`config.mk`:
```
export PLATFORM = sky130hd
export DESIGN_NAME = timed_button_press_injector_top
export DESIGN_NICKNAME = d
export VERILOG_FILES = /design/src/design/tbpi_pkg.sv /design/src/design/tbpi_fifo.sv /design/src/design/timed_button_press_injector_top.sv
export VERILOG_INCLUDE_DIRS = /design/src /design/src/design
export SDC_FILE = /design/constraint.sdc
export NUM_CORES = 1
export LEC_CHECK = 0
export BUFFER_PORTS_ARGS = -buffer_cell sky130_fd_sc_hd__buf_2
export CORE_MARGIN = 3
export CORE_UTILIZATION = 61
export CTS_CLUSTER_SIZE = 24
export DETAILED_ROUTE_END_ITERATION = 12
export GPL_ROUTABILITY_DRIVEN = 0
export MAX_ROUTING_LAYER = met4
export PLACE_DENSITY = 0.8
export SKIP_CTS_REPAIR_TIMING = 1
export SLEW_MARGIN = 20
export SYNTH_ARGS = -nofsm -noshare
export SYNTH_HDL_FRONTEND = slang
export SYNTH_SLANG_ARGS = --single-unit
export TNS_END_PERCENT = 10
```
`constraint.sdc`:
```
create_clock -name clk -period 5.7 [get_ports clk]
set_input_delay 1.14 -clock clk [delete_from_list [all_inputs] [get_ports clk]]
set_output_delay 1.14 -clock clk [all_outputs]
set_load 0.01 [all_outputs]
```
`src/design/timed_button_press_injector_top_macros.svh`:
```
// Assertion macros shared by the button-press injector RTL.
// Depends on the asserting module having signals named clk and rst_n.
`ifndef TIMED_BUTTON_PRESS_INJECTOR_TOP_MACROS_SVH
`define TIMED_BUTTON_PRESS_INJECTOR_TOP_MACROS_SVH

// The consequent must hold in the same cycle as the antecedent.
`define TBPI_ASSERT_NOW(label, ante, cons) \
  label: assert property (@(posedge clk) disable iff (!rst_n) (ante) |-> (cons)) \
    else $error("Same-cycle check failed.");

// The consequent must hold in the cycle after the antecedent.
`define TBPI_ASSERT_NEXT(label, ante, cons) \
  label: assert property (@(posedge clk) disable iff (!rst_n) (ante) |=> (cons)) \
    else $error("Next-cycle check failed.");

`endif

```
`src/design/tbpi_pkg.sv`:
```
// Package for the button-press injector: sizes, command codes, phase type
// and the payload and control structs. No dependencies.
package tbpi_pkg;

  localparam int QUEUE_DEPTH  = 8;
  localparam int BUTTON_COUNT = 8;

  localparam int PTR_W = $clog2(QUEUE_DEPTH);
  localparam int CNT_W = $clog2(QUEUE_DEPTH + 1);

  localparam logic [PTR_W:0]   DEPTH_SUM  = (PTR_W + 1)'(QUEUE_DEPTH);
  localparam logic [PTR_W-1:0] LAST_PTR   = PTR_W'(QUEUE_DEPTH - 1);
  localparam logic [CNT_W-1:0] COUNT_FULL = CNT_W'(QUEUE_DEPTH);
  localparam logic [3:0]       BUTTON_LIMIT = 4'(BUTTON_COUNT);
  localparam logic [31:0]      FRAME_NONE = 32'hFFFF_FFFF;

  localparam logic [1:0] CMD_ENQUEUE = 2'd0;
  localparam logic [1:0] CMD_FRAME   = 2'd1;
  localparam logic [1:0] CMD_CLEAR   = 2'd2;

  typedef enum logic [2:0] {
    PH_IDLE     = 3'b001,
    PH_DOWN     = 3'b010,
    PH_RELEASED = 3'b100
  } phase_t;

  typedef struct packed {
    logic [1:0]  command;
    logic [3:0]  button;
    logic [31:0] hold_time;
    logic [31:0] frame_number;
    logic [31:0] now_time;
  } in_item_t;

  typedef struct packed {
    logic        accepted;
    logic        pressed_edge;
    logic        released_edge;
    logic        is_down;
    logic        is_active;
    logic        held_valid;
    logic [3:0]  held_button;
    logic [31:0] held_time;
    logic [3:0]  pending_count;
  } out_item_t;

  typedef struct packed {
    logic        push;
    logic        pop;
    logic        clear;
    logic [3:0]  wr_button;
    logic [31:0] wr_hold;
  } fifo_ctrl_t;

  typedef struct packed {
    logic [CNT_W-1:0] count;
    logic [3:0]       rd_button;
    logic [31:0]      rd_hold;
  } fifo_stat_t;

endpackage

```
`src/design/tbpi_fifo.sv`:
```
// Press queue: circular buffer of (button, hold time) entries with head and count.
// Depends on tbpi_pkg.
module tbpi_fifo import tbpi_pkg::*; (
  input  logic       clk,
  input  logic       rst_n,
  input  fifo_ctrl_t ctrl,
  output fifo_stat_t stat
);

  logic [3:0]       button_mem [QUEUE_DEPTH];
  logic [31:0]      hold_mem   [QUEUE_DEPTH];
  logic [PTR_W-1:0] head_r, head_nxt;
  logic [CNT_W-1:0] count_r, count_nxt;
  logic [PTR_W:0]   tail_sum;
  logic [PTR_W-1:0] tail;
  logic [3:0]       rd_button_r;
  logic [31:0]      rd_hold_r;

  always_comb begin
    tail_sum = {1'b0, head_r} + (PTR_W + 1)'(count_r);
    if (tail_sum >= DEPTH_SUM) begin
      tail = PTR_W'(tail_sum - DEPTH_SUM);
    end else begin
      tail = tail_sum[PTR_W-1:0];
    end
  end

  always_comb begin
    head_nxt  = head_r;
    count_nxt = count_r;
    if (ctrl.clear) begin
      head_nxt  = '0;
      count_nxt = '0;
    end else if (ctrl.push) begin
      count_nxt = count_r + 1'b1;
    end else if (ctrl.pop) begin
      head_nxt  = (head_r == LAST_PTR) ? '0 : head_r + 1'b1;
      count_nxt = count_r - 1'b1;
    end
  end

  always_ff @(posedge clk) begin
    if (!rst_n) begin
      head_r  <= '0;
      count_r <= '0;
    end else begin
      head_r  <= head_nxt;
      count_r <= count_nxt;
    end
  end

  always_ff @(posedge clk) begin
    if (ctrl.push && !ctrl.clear) begin
      button_mem[tail] <= ctrl.wr_button;
      hold_mem[tail]   <= ctrl.wr_hold;
    end
  end

  // The head entry is registered from the next head pointer; a push into an empty queue is forwarded.
  always_ff @(posedge clk) begin
    if (ctrl.push && !ctrl.clear && tail == head_nxt) begin
      rd_button_r <= ctrl.wr_button;
      rd_hold_r   <= ctrl.wr_hold;
    end else begin
      rd_button_r <= button_mem[head_nxt];
      rd_hold_r   <= hold_mem[head_nxt];
    end
  end

  assign stat.count     = count_r;
  assign stat.rd_button = rd_button_r;
  assign stat.rd_hold   = rd_hold_r;

endmodule

```
`src/design/timed_button_press_injector_top.sv`:
```
// A command taken on start is registered in in_r; its result is registered in out_r and shown on out_valid.
// Throughput: one command per cycle; busy is always low.
// Each command gives exactly one result strobe; the receiver cannot stall.
// Synchronous active-low reset returns to Idle with an empty queue.
// Depends on tbpi_pkg, tbpi_fifo and timed_button_press_injector_top_macros.svh.
`include "timed_button_press_injector_top_macros.svh"

module timed_button_press_injector_top import tbpi_pkg::*; (
  input  logic      clk,
  input  logic      rst_n,
  input  logic      start,
  output logic      busy,
  input  in_item_t  in_data,
  output logic      out_valid,
  output out_item_t out_data
);

  logic       in_valid_r;
  in_item_t   in_r;
  logic       out_valid_r;
  out_item_t  out_r;

  phase_t      phase_r, phase_nxt;
  logic        cur_valid_r, cur_valid_nxt;
  logic [3:0]  cur_button_r, cur_button_nxt;
  logic        press_edge_r, press_edge_nxt;
  logic        release_edge_r, release_edge_nxt;
  logic [31:0] press_start_r, press_start_nxt;
  logic [31:0] hold_target_r, hold_target_nxt;
  logic [31:0] elapsed_r, elapsed_nxt;
  logic [31:0] last_frame_r, last_frame_nxt;

  logic             acc;
  logic [31:0]      diff;
  logic [CNT_W-1:0] pending_nxt;
  fifo_ctrl_t       fctrl;
  fifo_stat_t       fstat;

  assign busy = 1'b0;

  tbpi_fifo u_fifo (
    .clk   (clk),
    .rst_n (rst_n),
    .ctrl  (fctrl),
    .stat  (fstat)
  );

  always_ff @(posedge clk) begin
    if (!rst_n) begin
      in_valid_r <= 1'b0;
    end else begin
      in_valid_r <= start;
    end
  end

  always_ff @(posedge clk) begin
    if (start) begin
      in_r <= in_data;
    end
  end

  assign diff = in_r.now_time - press_start_r;

  always_comb begin
    phase_nxt        = phase_r;
    cur_valid_nxt    = cur_valid_r;
    cur_button_nxt   = cur_button_r;
    press_edge_nxt   = press_edge_r;
    release_edge_nxt = release_edge_r;
    press_start_nxt  = press_start_r;
    hold_target_nxt  = hold_target_r;
    elapsed_nxt      = elapsed_r;
    last_frame_nxt   = last_frame_r;
    acc              = 1'b0;
    fctrl.push       = 1'b0;
    fctrl.pop        = 1'b0;
    fctrl.clear      = 1'b0;
    fctrl.wr_button  = in_r.button;
    fctrl.wr_hold    = in_r.hold_time;
    if (in_valid_r) begin
      case (in_r.command)
        CMD_ENQUEUE: begin
          if (in_r.button < BUTTON_LIMIT && fstat.count != COUNT_FULL) begin
            fctrl.push = 1'b1;
            acc        = 1'b1;
          end
        end
        CMD_FRAME: begin
          if (in_r.frame_number != last_frame_r) begin
            acc              = 1'b1;
            last_frame_nxt   = in_r.frame_number;
            press_edge_nxt   = 1'b0;
            release_edge_nxt = 1'b0;
            case (phase_r)
              PH_RELEASED: begin
                phase_nxt      = PH_IDLE;
                cur_valid_nxt  = 1'b0;
                cur_button_nxt = '0;
                elapsed_nxt    = '0;
              end
              PH_DOWN: begin
                elapsed_nxt = diff;
                if (diff >= hold_target_r) begin
                  release_edge_nxt = 1'b1;
                  phase_nxt        = PH_RELEASED;
                end
              end
              PH_IDLE: begin
                if (fstat.count != '0) begin
                  fctrl.pop       = 1'b1;
                  cur_valid_nxt   = 1'b1;
                  cur_button_nxt  = fstat.rd_button;
                  hold_target_nxt = fstat.rd_hold;
                  press_start_nxt = in_r.now_time;
                  elapsed_nxt     = '0;
                  press_edge_nxt  = 1'b1;
                  phase_nxt       = PH_DOWN;
                end
              end
              default: begin
                phase_nxt = PH_IDLE;
              end
            endcase
          end
        end
        CMD_CLEAR: begin
          acc              = 1'b1;
          fctrl.clear      = 1'b1;
          phase_nxt        = PH_IDLE;
          cur_valid_nxt    = 1'b0;
          cur_button_nxt   = '0;
          press_edge_nxt   = 1'b0;
          release_edge_nxt = 1'b0;
          press_start_nxt  = '0;
          hold_target_nxt  = '0;
          elapsed_nxt      = '0;
          last_frame_nxt   = FRAME_NONE;
        end
        default: begin
          acc = 1'b0;
        end
      endcase
    end
  end

  always_comb begin
    if (fctrl.clear) begin
      pending_nxt = '0;
    end else if (fctrl.push) begin
      pending_nxt = fstat.count + 1'b1;
    end else if (fctrl.pop) begin
      pending_nxt = fstat.count - 1'b1;
    end else begin
      pending_nxt = fstat.count;
    end
  end

  always_ff @(posedge clk) begin
    if (!rst_n) begin
      phase_r        <= PH_IDLE;
      cur_valid_r    <= 1'b0;
      cur_button_r   <= '0;
      press_edge_r   <= 1'b0;
      release_edge_r <= 1'b0;
      press_start_r  <= '0;
      hold_target_r  <= '0;
      elapsed_r      <= '0;
      last_frame_r   <= FRAME_NONE;
      out_valid_r    <= 1'b0;
    end else begin
      phase_r        <= phase_nxt;
      cur_valid_r    <= cur_valid_nxt;
      cur_button_r   <= cur_button_nxt;
      press_edge_r   <= press_edge_nxt;
      release_edge_r <= release_edge_nxt;
      press_start_r  <= press_start_nxt;
      hold_target_r  <= hold_target_nxt;
      elapsed_r      <= elapsed_nxt;
      last_frame_r   <= last_frame_nxt;
      out_valid_r    <= in_valid_r;
    end
  end

  always_ff @(posedge clk) begin
    if (in_valid_r) begin
      out_r.accepted      <= acc;
      out_r.pressed_edge  <= press_edge_nxt;
      out_r.released_edge <= release_edge_nxt;
      out_r.is_down       <= (phase_nxt == PH_DOWN);
      out_r.is_active     <= (phase_nxt == PH_DOWN) || release_edge_nxt;
      out_r.held_valid    <= cur_valid_nxt;
      out_r.held_button   <= cur_valid_nxt ? cur_button_nxt : 4'd0;
      out_r.held_time     <= elapsed_nxt;
      out_r.pending_count <= 4'(pending_nxt);
    end
  end

  assign out_valid = out_valid_r;
  assign out_data  = out_r;

  `TBPI_ASSERT_NEXT(a_result_follows_item, in_valid_r, out_valid_r)
  `TBPI_ASSERT_NOW(a_press_means_down, out_valid_r && out_r.pressed_edge,
                   out_r.is_down && out_r.held_valid)
  `TBPI_ASSERT_NOW(a_release_not_down, out_valid_r && out_r.released_edge, !out_r.is_down)
  `TBPI_ASSERT_NOW(a_down_has_button, phase_r == PH_DOWN, cur_valid_r)
  `TBPI_ASSERT_NOW(a_count_bounded, 1'b1, fstat.count <= COUNT_FULL)

endmodule

```
==> results of run 1 <==
## tightest hold or removal path, delay by kind of cell, from the launching register on
kind / cells / cell delay (ns)
AO/OA/AOI/OAI: 1 / 0.05
flip-flops: 1 / 0.31
AND/OR/NAND/NOR: 1 / 0.05
## worst paths after layout
check	cells past startpoint	start	end
max	21	in_r[0]$_DFFE_PP_	out_data[41]$_DFFE_PP_
min	2	hold_target_r[22]$_SDFFE_PN0P_	hold_target_r[22]$_SDFFE_PN0P_
max reg2reg	21	in_r[0]$_DFFE_PP_	out_data[41]$_DFFE_PP_
min reg2reg	2	hold_target_r[22]$_SDFFE_PN0P_	hold_target_r[22]$_SDFFE_PN0P_
## cell families (layout without fill, tap and decap cells)
kind of cell / count (synthesis) / count (layout) / share of synthesized area
DFF: 586 / 586 / 0.664
and+or+nand+nor: 424 / 424 / 0.0883
AOI/OAI and AO/OA: 289 / 289 / 0.0748
buffers and inverters: 166 / 363 / 0.0278
muxes: 110 / 110 / 0.0828
adders and majority gates: 74 / 74 / 0.0388
xor gates and xnor gates: 64 / 64 / 0.0234
other: 1 / 1 / 0.000155
## layer usage
layer	part of all wire	track usage	vias up	wire length, um
met5	0	-	-	0
met4	0.023	0.0708	0	1200
li1	-	-	6684	-
met3	0.064	0.0331	103	3300
met2	0.49	0.400	532	25100
met1	0.42	0.353	7089	21800
## metrics by stage
stage / total power [mW] / instances
2_1_floorplan: 5.31 / 1714
3_3_place_gp: 5.51 / 2320
3_5_place_dp: 5.54 / 2320
4_1_cts: 9.42 / 2428
5_1_grt: 9.68 / 2429
6_report: 9.36 / 2429
## power groups by stage
| stage | combinational (mW) | sequential, mW | clock (mW) |
|---|---|---|---|
| floorplan | 0.448 | 4.86 | 0 |
| global placement | 0.635 | 4.87 | 0 |
| detailed placement | 0.656 | 4.88 | 0 |
| CTS | 0.664 | 4.79 | 3.96 |
| global route | 0.747 | 4.80 | 4.13 |
| finish | 0.673 | 4.79 | 3.89 |
## final cells by class
class | count | area, um2
Clock buffer | 65 | 1510
Clock inverter | 43 | 477
Fill cell | 2519 | 11400
Inverter | 81 | 304
Multi-Input combinational cell | 962 | 7510
Sequential cell | 586 | 16100
Tap cell | 518 | 648
Timing Repair Buffer | 174 | 951
## cell usage after synthesis (all sizes together), types with 3 or more instances
cell type,instances
dfxtp,150
a21o,15
or3,38
o31ai,4
a21oi,117
mux2,4
nor3,45
o21a,7
a211oi,5
xor2,13
and3,4
inv,81
a21boi,4
buf,26
nand2b,7
nor2b,3
a22o,19
nand4,17
o22ai,3
or2,6
nand3b,31
mux4,72
o21bai,6
nor4,3
a22oi,12
nand3,13
edfxtp,436
o211ai,4
mux2i,34
nand2,122
xnor2,51
nor3b,3
nor2,84
ha,72
clkbuf,59
and2,41
a31oi,6
o21ai,71
## registers in the layout (all words and copies together) (netlist names), 4 cells and up, named ones only
register,cells
hold_target_r,32
last_frame_r,32
elapsed_r,32
u_fifo.count_r,4
in_r,66
press_start_r,32
cur_button_r,4
fctrl,36
out_data,46
u_fifo.button_mem,32
u_fifo.hold_mem,256
==> metrics, run 1 <==
status=finished clean; top-area cell type share of the netlist area=0.540; Clock Skews=0.0223 ns; unrepaired setup endpoints after global routing=false; worst-margin pin slew=slightly above 1 ns; final core occ=0.707; CTS clk-pin slew, worst paths=~0.06 ns; final period utilization=0.843; pre-CTS WS=0.988 ns; DR WL/cell=21.1 um; Die ar.=42,200 um2; delay-heaviest family, CP=compound AO/OA/AOI/OAI gates; H-tree depth=2; initial antenna violation count=1; vias in the first global route=14.3k; Post-synth EDFFs=436; final instance area=27,500 um2; Cell Area, Synth=24,200 um2; 1st-iter DRT viols=1,264; ys async rst share=0; Max Buffers Root-to-Sink=3; switch share=0.226; Initial Util=0.623; synth top area cells=edfxtp_1 (54%), dfxtp_1 (12%), mux4_2 (6.7%); first-pass GRT wire length=80,300 um; Final setup viols=0; nets=2,041; Routed Antenna Nets=0; Max Clock Freq=between 200 and 250 MHz; Internal=7.24 mW; syn avg cell area=14.1 um2; vias per inst=5.93; nature of the critical path startpoint=flip-flop; area leader, netlist=edfxtp_1; Synth cell types=73; fin. max-slew vios=0; Net Switching=2.11 mW; Setup WS post-layout=0.892 ns; clock share of power=0.416; DRC=0; yosys warns=0; #FFs+latches synth=586; gate count after technology mapping=1,714; Main synth FF type=edfxtp_1; DP Wirelength=31,200 um; synth-to-layout area growth=13.4%; I/O pins=153; clk sinks=586; Synthesized Nets=1,893; Hold Slack=0.451 ns; number of port buffers=151; flop-to-flop setup slack=0.89 ns; WP data required=6.05 ns; area post-placement=25,500 um2; Worst setup EP type=flip-flop; Worst slew margin=0.311; gr usage total=0.253; critical path's slowest cell=fa_1; clk root buf=clkbuf_16; drt total wl=51,300 um; minimum clock period=4.81 ns; CTS tree=built; critical path type=flip-flop to flip-flop; Cell Pwr Density=340 nW/um2; crit path cell chain=inv_1, ha_1, inv_1, fa_1, a211oi_2, o21bai_1, a21o_1, nor2b_1, o21ai_1, a21oi_1, or3_1, and2_1, ha_1, a21o_1, a221oi_1, o21ai_0, a311oi_1, nor2_1, nand2_1, o21ai_0, or2_1; max_cap viols=0; Die Height=205 um; GRT Residual Overflow=0; Die Span X=slightly above 200 um; Final Hold Violating Endpoints=0; core box area=38,900 um2; drt first pass iters=5; CTS Buf Count=57; commonest non-fill, non-tap cells in the layout=edfxtp_1 (436), buf_2 (150), dfxtp_1 (146), nand2_1 (121), a21oi_1 (116); top fanout value on the critical path=5; Lkg Pwr=9.36 nW; CP peak stage delay=0.44 ns; part of the power in registers=0.512; VDD IR max=0.312 mV; num rows=72; largest net degree at the start of global routing=75; Buf/Inv on CP=2; Arrival @ worst endpoint=5.15 ns; HP Class=flip-flop to flip-flop; register area share after synthesis=0.664; latest clock arrival within the worst-skew pair=between 0.6 and 0.7 ns; final antenna diode count=0; combinational share of power=0.072; proportion of layout cells with a drive suffix above 1=0.199; DR vias=14.4k; total negative setup slack=0 ns; commonest non-fill, non-tap cell in the layout=edfxtp_1
Power figures use the tool's default switching activity.
==> run 2, diff against run 1 <==
--- a/config.mk
+++ b/config.mk
@@ -6,6 +6,7 @@
 export SDC_FILE = /design/constraint.sdc
 export NUM_CORES = 1
 export LEC_CHECK = 0
+export ABC_AREA = 1
 export BUFFER_PORTS_ARGS = -buffer_cell sky130_fd_sc_hd__buf_2
 export CORE_MARGIN = 3
 export CORE_UTILIZATION = 61
==> constraint.sdc (replaced) <==
create_clock -name clk -period 4.94 [get_ports clk]
set_input_delay 0.988 -clock clk [delete_from_list [all_inputs] [get_ports clk]]
set_output_delay 0.988 -clock clk [all_outputs]
set_load 0.01 [all_outputs]
==> run 2 against run 1 <==
Against the previous run: core utilization fell by 0.72 points; clock skew rose by 0.023 ns; cell count rose by 34%; critical path type unchanged; die area rose by 6.4%; synthesized cell count rose by 49%.
==> metrics, run 2 <==
latest clock arrival within the worst-skew pair=0.64 ns; flop-to-flop setup slack=1.22 ns; num rows=74; Main synth FF type=edfxtp_1; Worst slew margin=0.345; I/O pins=153; Die Height=around 210 um; final core occ=0.700; worst hold start=hold_target_r[1]$_SDFFE_PN0P_; fin. max-slew vios=0; 1st-iter DRT viols=1,870; Cell Pwr Density=~370 nW/um2; hold path endpoint=hold_target_r[1]$_SDFFE_PN0P_; Clock Skews=0.0452 ns; HP Class=flip-flop to flip-flop; DP Wirelength=between 30,000 and 40,000 um; pre-CTS WS=between 1 and 1.5 ns; drt total wl=61,200 um; status=finished clean; most frequent cell after synthesis=nand2_1; Arrival @ worst endpoint=4.08 ns; GRT Residual Overflow=0; unrepaired setup endpoints after global routing=false; register area share after synthesis=0.623; Inst Count DP=3,148; top fanout value on the critical path=4; first-pass GRT wire length=96,500 um; synth-to-layout area growth=11.8%; worst-margin pin slew=0.983 ns; Die ar.=44,900 um2; CTS tree=built; vias per inst=a little under 6; compound-gate portion of the synthesized area=0.119; nets=2,854; Worst setup EP type=flip-flop; initial antenna violation count=0; top-area cell type share of the netlist area=0.507; minimum clock period=3.72 ns; Max Buffers Root-to-Sink=3; nature of the critical path startpoint=flip-flop; sequential cell area=16,100 um2; DR vias=19.1k; Finished Layout Cells=3,254; total negative setup slack=0 ns; Max Clock Freq=269 MHz; commonest non-fill, non-tap cells in the layout=nand2_1 (489), edfxtp_1 (436), nor2_1 (323), o21ai_0 (249), inv_1 (187); H-tree depth=2; Cell Area, Synth=~26,000 um2; vias in the first global route=18.6k; Post-synth top cells=nand2_1 (489), edfxtp_1 (436), nor2_1 (332); area leader, netlist=edfxtp_1; Lkg Pwr=11.0 nW; Synth Area in Adders=0.0364; number of port buffers=151; critical path type=flip-flop to flip-flop; CTS clk-pin slew, worst paths=0.06 ns; max_cap viols=0; r2r worst-path depth=25; reg2reg end=out_data[41]$_DFFE_PP_; area of the multi-input gates=8600 um2; max reg flops=256; VDD IR max=0.376 mV; CTS Buf Count=57; yosys warns=0; Routed Antenna Nets=0; gr usage total=0.280; power after layout=10.7 mW; Die Span X=212 um; core box area=41,300 um2; Post-Synth XOR/XNOR Area=0.0149; RR Startpoint=in_r[0]$_DFFE_PP_; #FFs+latches synth=586; Final setup viols=0; Final Hold Violating Endpoints=0; clk sinks=586; Setup WS post-layout=between 1 and 1.5 ns; WP data required=5.29 ns; Simple-Gate Fraction of Synth Area=0.160; Reg with most FFs=u_fifo.hold_mem; final antenna diode count=0; Synth cell types=44; largest net degree at the start of global routing=just under 90; DRC=0; main combinational cell family by area after synthesis=simple AND/OR/NAND/NOR gates; mux contribution to synthesized area=0; gate count after technology mapping=roughly 2.6k; final period utilization=0.753; clk root buf=clkbuf_16; cell count of the worst hold path=2; proportion of layout cells with a drive suffix above 1=0.116; Filler cells=2,989; ys async rst share=0; Initial Util=0.626; synth top area cells=edfxtp_1 (51%), dfxtp_1 (12%), nand2_1 (7.1%); DR WL/cell=18.8 um; Post-synth EDFFs=approximately 440; commonest non-fill, non-tap cell in the layout=nand2_1; drt first pass iters=6; syn avg cell area=10.1 um2; Synthesized Nets=2,730
## run 2: cell types whose count changed in the layout (fill, tap and decap cells not counted), moves of 39 or more
cell / previous run / this run
a21oi_1: 116 / 175
inv_1: 80 / 187
mux4_2: 72 / 0
nand2_1: 121 / 489
nand3_1: 12 / 94
nor2_1: 79 / 323
o21ai_0: 64 / 249
o221ai_1: 1 / 60
xnor2_1: 51 / 12
## run 2: critical path, cell delays in order, from the launching register on
cell	delay (ns)
edfxtp_1	0.38
inv_1	0.08
ha_1	0.15
inv_1	0.06
fa_1	0.42
nand2_1	0.09
nand2_1	0.05
o21ai_0	0.15
o21ai_0	0.24
nand2_1	0.11
nand2_1	0.08
nand2_1	0.08
nand3_1	0.10
and2_1	0.18
ha_1	0.26
nand2_1	0.08
inv_1	0.06
nand4_1	0.11
nor3b_1	0.19
nand2_1	0.10
nand2_1	0.06
nand2_1	0.06
nand2_1	0.08
nand2_1	0.06
nand2_1	0.11
o21bai_1	0.08
## run 2: worst max-delay path by stage
stage,start,endpoint,slack [ns],cells past startpoint
4_1_cts,in_r[0]$_DFFE_PP_,out_data[41]$_DFFE_PP_,1.22,24
3_3_place_gp,in_r[0]$_DFFE_PP_,out_data[41]$_DFFE_PP_,1.35,24
6_report,in_r[0]$_DFFE_PP_,out_data[41]$_DFFE_PP_,1.22,25
5_1_grt,in_r[0]$_DFFE_PP_,out_data[41]$_DFFE_PP_,0.82,26
3_5_place_dp,in_r[0]$_DFFE_PP_,out_data[41]$_DFFE_PP_,1.28,24
2_1_floorplan,in_valid_r$_SDFF_PN0_,u_fifo.button_mem[0][0]$_DFFE_PP_,0.89,6
## run 2: logic make-up (layout without fill, tap and decap cells)
kind of cell / after synthesis / in the layout
adder cells (fa/ha/maj): 74 / 74
buffers and inverters: 311 / 482
other: 1 / 1
XOR/XNOR: 44 / 44
AO/OA/AOI/OAI: 544 / 544
flip-flops: 586 / 586
AND/OR/NAND/NOR: 991 / 991
## run 2: power breakdown
group          internal (mW)  leakage (nW)  switching (mW)
registers               5.44          5.25           0.119
logic                  0.331          4.86           0.641
clock network           2.33         0.872            1.83
total                   8.11          11.0            2.59
## run 2: routing by layer
metal	wire, um	track usage	share of wire
met1	24700	0.360	0.40
met2	29600	0.453	0.48
met3	4460	0.0381	0.073
met4	2430	0.120	0.040
met5	0	-	0
## run 2: layout make-up
type / count / share of cell area
Inverter: 199 / 0.0259
Timing Repair Buffer: 177 / 0.0330
Clock buffer: 88 / 0.0562
Sequential cell: 586 / 0.557
Tap cell: 532 / 0.0230
Clock inverter: 18 / 0.00667
Multi-Input combinational cell: 1654 / 0.298
## run 2: metrics by stage
step,instance area [um2],hold WS (ns)
after global placement,27100,0.452
after detailed placement,27100,0.458
after CTS,28900,0.467
after global routing,28900,0.484
final,28900,0.463
after floorplan,25800,0.435
==> run 3, diff against run 2 <==
==> constraint.sdc (replaced) <==
create_clock -name clk -period 3.6 [get_ports clk]
set_input_delay 0.72 -clock clk [delete_from_list [all_inputs] [get_ports clk]]
set_output_delay 0.72 -clock clk [all_outputs]
set_load 0.01 [all_outputs]
==> run 3 against run 2 <==
Against the previous run: flip-flop and latch count stayed put; die area stayed put; maximum frequency is 4.9% higher; combinational power is 62% higher; wire length is 1.9% higher; register-to-register slack worse by 1.2 ns; clock skew is 0.019 ns lower; sequential share of layout area is 1.6 points lower; via count is 1.7% higher; critical path type unchanged; largest cell class unchanged; largest power group unchanged.
==> metrics, run 3 (same netlist as run 2, synthesis figures left out) <==
drt first pass iters=6; number of port buffers=151; worst-margin pin slew=1.01 ns; gr usage total=0.280; GRT Residual Overflow=0; pre-CTS WS=-0.00185 ns; max_cap viols=0; DP Wirelength=39,700 um; Die Height=212 um; part of the power in registers=0.514; CTS clk-pin slew, worst paths=0.06 ns; VDD IR max=0.463 mV; num rows=74; Max Buffers Root-to-Sink=3; CTS tree=built; max reg flops=between 200 and 300; DR WL/cell=19.0 um; fin. max-slew vios=0; Reg with most FFs=u_fifo.hold_mem; DRC=0; DR vias=roughly 19k; final antenna diode count=0; largest net degree at the start of global routing=74; proportion of layout cells with a drive suffix above 1=0.162; commonest non-fill, non-tap cells in the layout=nand2_1 (462), edfxtp_1 (436), nor2_1 (313), o21ai_0 (238), inv_1 (185); final period utilization=0.986; Lkg Pwr=11.2 nW; Worst slew margin=0.324; Net Switching=3.62 mW; minimum clock period=3.55 ns; status=finished clean; initial antenna violation count=0; Die ar.=44,900 um2; unrepaired setup endpoints after global routing=true; Arrival @ worst endpoint=3.90 ns; Internal=11.2 mW; switch share=0.243; flop-to-flop setup slack=0.05 ns; Final setup viols=0; latest clock arrival within the worst-skew pair=0.63 ns; final core occ=0.720; Setup WS post-layout=0.0511 ns; drt total wl=62,400 um; combinational share of power=0.106; nature of the critical path startpoint=flip-flop; clock share of power=0.381; Final Hold Violating Endpoints=0; vias per inst=5.93; H-tree depth=2; Cell Pwr Density=500 nW/um2; Max Clock Freq=282 MHz; top fanout value on the critical path=6; clk root buf=clkbuf_16; WP data required=3.95 ns; CTS Buf Count=55; synth-to-layout area growth=15.1%; commonest non-fill, non-tap cell in the layout=nand2_1; first-pass GRT wire length=96,300 um; core box area=41,300 um2; vias in the first global route=between 15k and 20k; I/O pins=153; Initial Util=0.626; Worst setup EP type=flip-flop; HP Class=primary input to flip-flop; Routed Antenna Nets=0; 1st-iter DRT viols=1,931; critical path type=flip-flop to flip-flop; Clock Skews=~0.026 ns; Die Span X=212 um; nets=2,881; clk sinks=586
==> run 3: cell count changes in the layout (fill, tap and decap cells not counted), sizes merged <==
cell      delta
clkbuf      -12
inv          -1
clkinv       +4
buf         +29
bufinv       +3
clkinvlp     +2
==> run 3: area by class of cell <==
| type | instances | area [um2] |
|---|---|---|
| sequential | 586 | 16100 |
| clock inverter | 26 | 273 |
| inverter | 199 | 749 |
| clock buffer | 76 | 1490 |
| multi-input combinational | 1654 | 9240 |
| timing repair buffer | 206 | 1220 |
| tap | 532 | 666 |
| fill | 2779 | 11600 |
==> run 3: final timing paths <==
| path | start | end | cells past startpoint |
|---|---|---|---|
| worst max-delay path | in_r[8]$_DFFE_PP_ | out_data[41]$_DFFE_PP_ | 22 |
| worst min-delay path | in_data[89] | fctrl[25]$_DFFE_PP_ | 1 |
| worst max register to register | in_r[8]$_DFFE_PP_ | out_data[41]$_DFFE_PP_ | 22 |
| worst min register to register | press_start_r[18]$_SDFFE_PN0P_ | press_start_r[18]$_SDFFE_PN0P_ | 2 |
==> run 3: power groups by stage <==
stage                     clock network [mW]  registers, mW  logic, mW
after global routing                    6.02           7.65       1.73
after CTS                               5.73           7.62       1.35
after global placement                     0           7.75       1.30
after floorplan                            0           7.73      0.888
after detailed placement                   0           7.76       1.34
final                                   5.66           7.63       1.57
==> run 3: metrics by stage <==
stage / power, mW / instance area [um2] / setup TNS (ns) / hold WS [ns] / instances
after CTS: 14.7 / 29000 / -0.0198 / 0.240 / 3266
after floorplan: 8.62 / 25800 / -130.07 / 0.435 / 2551
after global routing: 15.4 / 29700 / -0.479 / 0.250 / 3279
after global placement: 9.05 / 27200 / 0 / 0.453 / 3164
after detailed placement: 9.10 / 27200 / -0.00185 / 0.458 / 3164
final: 14.9 / 29700 / 0 / 0.266 / 3279
==> run 3: critical path: stages, from the launching register on <==
cell and delay, ns:
edfxtp_1 0.41, ha_2 0.41, nand2_1 0.12, nor2_2 0.22, o21ai_1 0.16, nand3_4 0.12, nand3_2 0.10, buf_4 0.15
nand2_1 0.05, nand2_1 0.07, and2_4 0.17, ha_4 0.26, nand2_2 0.06, nor2_4 0.12, nand4_1 0.12, nor3b_2 0.22
nand2_2 0.10, nand2_2 0.09, nand2_2 0.06, nand2_2 0.07, nand2_2 0.06, nand2_2 0.09, o21bai_1 0.07
==> run 3: per-layer routing <==
metal  routed length (um)  share of wire  GRT usage  vias up
met5                    0              0          -        -
met3                 4670          0.075     0.0385      172
met2                30800           0.49      0.467      895
li1                     -              -          -     9100
met4                 2260          0.036      0.113        0
met1                24600           0.39      0.348     9287
